$ cat src/rtl/kccu_ram.sv
// ----------------------------------------------------------------------------
// kccu_ram: simple dual-port synchronous memory
// One write port and one read port; read data is registered.
// ----------------------------------------------------------------------------
module kccu_ram #(
  parameter int unsigned DEPTH = 32,
  parameter int unsigned WIDTH = 32,
  parameter int unsigned ADDR_W = (DEPTH > 1) ? $clog2(DEPTH) : 1
) (
  input  logic              clk,
  input  logic              we,
  input  logic [ADDR_W-1:0] waddr,
  input  logic [WIDTH-1:0]  wdata,
  input  logic              re,
  input  logic [ADDR_W-1:0] raddr,
  output logic [WIDTH-1:0]  rdata
);

  logic [WIDTH-1:0] mem [DEPTH];

  always_ff @(posedge clk) begin
    if (we) begin
      mem[waddr] <= wdata;
    end
  end

  always_ff @(posedge clk) begin
    if (re) begin
      rdata <= mem[raddr];
    end
  end

endmodule

$ cat config.mk
export PLATFORM = sky130hd
export DESIGN_NAME = kccu_ram
export DESIGN_NICKNAME = d
export VERILOG_FILES = /design/src/rtl/kccu_ram.sv
export SDC_FILE = /design/constraint.sdc
export NUM_CORES = 1
export LEC_CHECK = 0
export BUFFER_PORTS_ARGS = -buffer_cell sky130_fd_sc_hd__buf_2
export CAP_MARGIN = 20
export CORE_MARGIN = 5
export CORE_UTILIZATION = 65
export CTS_CLUSTER_DIAMETER = 30
export DETAILED_ROUTE_END_ITERATION = 7
export PLACE_DENSITY = 0.82
export SLEW_MARGIN = 10
export SYNTH_ARGS = -nofsm -noshare
export SYNTH_HDL_FRONTEND = slang
export SYNTH_SLANG_ARGS = --single-unit
$ cat constraint.sdc
create_clock -name clk -period 7.9 [get_ports clk]
set_input_delay 1.185 -clock clk [delete_from_list [all_inputs] [get_ports clk]]
set_output_delay 1.185 -clock clk [all_outputs]
set_load 0.01 [all_outputs]
# Word level (Yosys, flattened, before mapping)
# Memory sizes are Yosys's and may differ from the RTL's. A register that Yosys moved wholly into a read port is not among the register bits.
# Cells that the tools add are included.
[word_totals]
in_bits = 45
elab_cells = 3
n_memories = 1
reg_bits = 0
latchBits = 0
ramBits = 1024
rom_bits = 0
[memory_table]
columns = ["name", "words", "word_bits", "read_ports", "rd_ports_with_merged_regs", "write_ports", "line", "text"]
rows = [
  ["mem", 32, 32, 1, 1, 1, "19", "logic [WIDTH-1:0] mem [DEPTH];"],
]
[classes]
bitwise_logic = 0
n_shift = 0
n_mux = 2
reduce_logical = 0
mul = 0
div_mod_pow = 0
n_lt_le_gt_ge = 0
n_addsub = 0
n_eq_ne = 0
[op_table]
columns = ["operator", "count"]
rows = [
  ["$mux 1", 2],
]

# Longest topological paths before layout
[logic_depth]
word_depth = 2
ltp_mapped = 8
depth_no_buf = 5

# Least setup slack after synthesis
# OpenSTA, ideal clock, no wires.
[synth_timing]
path_type = "input -> register"
from = "in waddr[1]"
to = "mem mem[12][0] (enable)"
t_required_ns = 7.479
setup_time_ns = 0.421
n_path_buf = 1
setup_slack_ns = 4.281
cell_stages = 3
arrival_time_ns = 3.198
path_cell_list = "or3b_2 > clkbuf_1 > nor2_1"
[synth_rtl]
columns = ["element", "line", "text"]
rows = [
  ["start: declaration", "12", "input logic [ADDR_W-1:0] waddr,"],
  ["end: declaration", "19", ""],
]
# No word-level cell before the write port.

==> impl_results.md <==
* RSZ-0062 raised after global routing: false
* Vias after detailed routing at 22951
* Sequential-to-total area share from yosys stat at 0.777
* Initial antenna violation count at 6
* Synthesized area at 40800 um2
* Die ar. at 67900 um2
* Wire per inst at 31.3 um
* Largest net degree at the start of global routing at 129
* Worst clock skew at 0.0247 ns
* DIE WIDTH at 261 um
* FMAX at 0.289 GHz
* Synth Instances at 2260
* Area contributors post-synth: edfxtp_1, mux2i_1, a22oi_1
* Layout cells sized above 1 at 0.160
* Number of DRC markers in iteration 0 at 3466
* CTS tree: yes
* Hold path startpoint: mem[16][23]
* Dominant synthesized flop cell: edfxtp_1
* Critical Path RT at 8.38 ns
* Setup TNS at 0 ns
* Final nets at 2460
* Post-Route WL at 106000 um
* Mapped Nets at 2305
* H-tree levels at 4
* CP arrival at 3.93 ns
* Clock buffer depth at 3
* Slew @ Worst Pin at 1.12 ns
* Initial core utilization at 0.659
* RR Endpoint: rdata[8]
* Cell family with most CP delay: buffers and inverters
* Synth cell types at 24
* Fin util at 0.764
* GP Congestion at 0.831
* WHS at 0.677 ns
* Fin. Hold Viols at 0
* Max incr delay on CP at 0.96 ns
* Drt first pass iters at 6
* Critical path cell sequence: buf_8 > buf_4 > mux2i_1 > a22o_1 > nor3_1 > a31oi_1 > nand3_1
* Hold Buf Count CTS at 0
* Vias/cell at 6.80
* CP max stage cell: buf_4
* Leak at 0.0167 uW
* Drc violations at 0
* PnR Total Power at 13600 uW
* Slew Viols, Final at 0
* Synth area leader: edfxtp_1
* Setup crit end kind: register
* Placement Setup Slack at 3.90 ns
* R2R cell count at 5
* First-pass GRT wire length at 153000 um
* Worst min path class: reg -> reg
* Clock sinks at 1056
* Final setup viols at 0
* Io pins at 77
* Dpl hpwl at 50900 um
* Syn_area_per_cell at 18.1 um2
* Vias in the first global route at 23454
* Period minus WS final at 3.46 ns
* CTS buffer count at 152
* Worst skew pair latency at 0.75 ns
* Hold Crit Depth at 4
* Worst setup SP type: primary input
* Max IR drop VDD at 0.000182 V
* Post-CTS sizing at 0
* Post-CTS Setup Inserts at 0
* Status: finished clean
* Warnings, synthesis at 0
* Max_cap viols at 0
* Area Overhead vs Synth at 16.0%
* Detail Route Antenna Nets at 0
* Reg2reg start: mem[5][8]
* All-layer global routing usage at 0.311
* Seq cells post-synth at 1056
* Yosys top cell area share at 0.777
* Worst setup path class: in -> reg
* Period utilisation layout at 0.438
* Worst-path fanout max at 96
* Die span in y at 261 um
* Reg clk slew, reported paths at 0.05 ns
* Row cnt at 91
* Cell area power density at 287 nW/um2
* Most frequent cells in the layout: edfxtp_1, mux2i_1, clkbuf_16
* Min setup slack post-route at 4.44 ns
* Max_slew headroom at 0.255
* Hold Path End: rdata[23]
* Most common cell after layout, fill and taps aside: edfxtp_1
* R2R Setup Slk at 6.24 ns
* Fraction of registers with async set/reset at 0
* Worst path bufs/invs at 2
* IO Port Bufs at 76
* Clock root cell: clkbuf_16
* EDFF count, synth at 1056
* Fillers at 3146
* Total grt overflow at 0
* Core Area at 61900 um2
## cells by family (layout without fill, tap and decap cells)
family,count (synthesis),in the layout,synth area share
AOI/OAI and AO/OA,288,288,0.0481
buffers and inverters,127,405,0.0185
DFF,1056,1056,0.777
muxes,512,512,0.126
other,0,2,0
and+or+nand+nor,277,277,0.0308
## flip-flops by register name, indices dropped and copies added (netlist names)
name,count
mem,1024
rdata,32
## worst max path at each step
stage | start | to | slack, ns | depth (start not counted)
floorplan | waddr[1] | mem[12][0] | 4.28 | 3
finish | raddr[0] | rdata[12] | 4.44 | 7
global placement | raddr[0] | rdata[22] | 3.98 | 6
global route | raddr[0] | rdata[12] | 4.37 | 7
detailed placement | raddr[0] | rdata[22] | 3.90 | 6
CTS | raddr[0] | rdata[12] | 4.58 | 7
## final cells by class
class / count / area (um2) / share of cell area
Clock buffer: 177 / 3920 / 0.0828
Timing Repair Buffer: 128 / 863 / 0.0182
Multi-Input combinational cell: 1077 / 8610 / 0.182
Tap cell: 837 / 1050 / 0.0221
Clock inverter: 100 / 1160 / 0.0246
Antenna cell: 2 / 5.00 / 0.000106
Sequential cell: 1056 / 31700 / 0.670
## synthesized netlist by cell type, types with 32 or more instances
library cell and n:
a22oi_1 96, buf_4 33, nand2_1 98, mux2i_1 512
a31oi_1 32, nor3_1 32, nor2_1 34, edfxtp_1 1056
clkbuf_1 46, a22o_1 64, nand3_1 98, a21oi_1 96
## metal layers
layer / GRT usage / up-vias / part of all wire
li1: - / 9387 / -
met1: 0.411 / 11451 / 0.35
met2: 0.500 / 1804 / 0.49
met3: 0.0783 / 303 / 0.12
met4: 0.138 / 6 / 0.042
met5: 0 / - / 0.00042
## power breakdown
group | switching, uW | internal [uW] | total (uW)
Sequential | 29.2 | 6260 | 6290
Combinational | 400 | 180 | 581
Clock | 2520 | 4180 | 6690
## per-stage QoR
stage,cells,cell area [um2]
after floorplan,2260,40800
after global placement,3095,42200
after detailed placement,3095,42200
after CTS,3372,47200
after global routing,3376,47300
final,3377,47300
## worst reg2reg max path: stages (launching register included)
cell and delay (ns):
edfxtp_1 0.43, mux2i_1 0.41, a22o_1 0.21, nor3_1 0.04, a31oi_1 0.20, nand3_1 0.11
(Power assumes the default switching activity.)
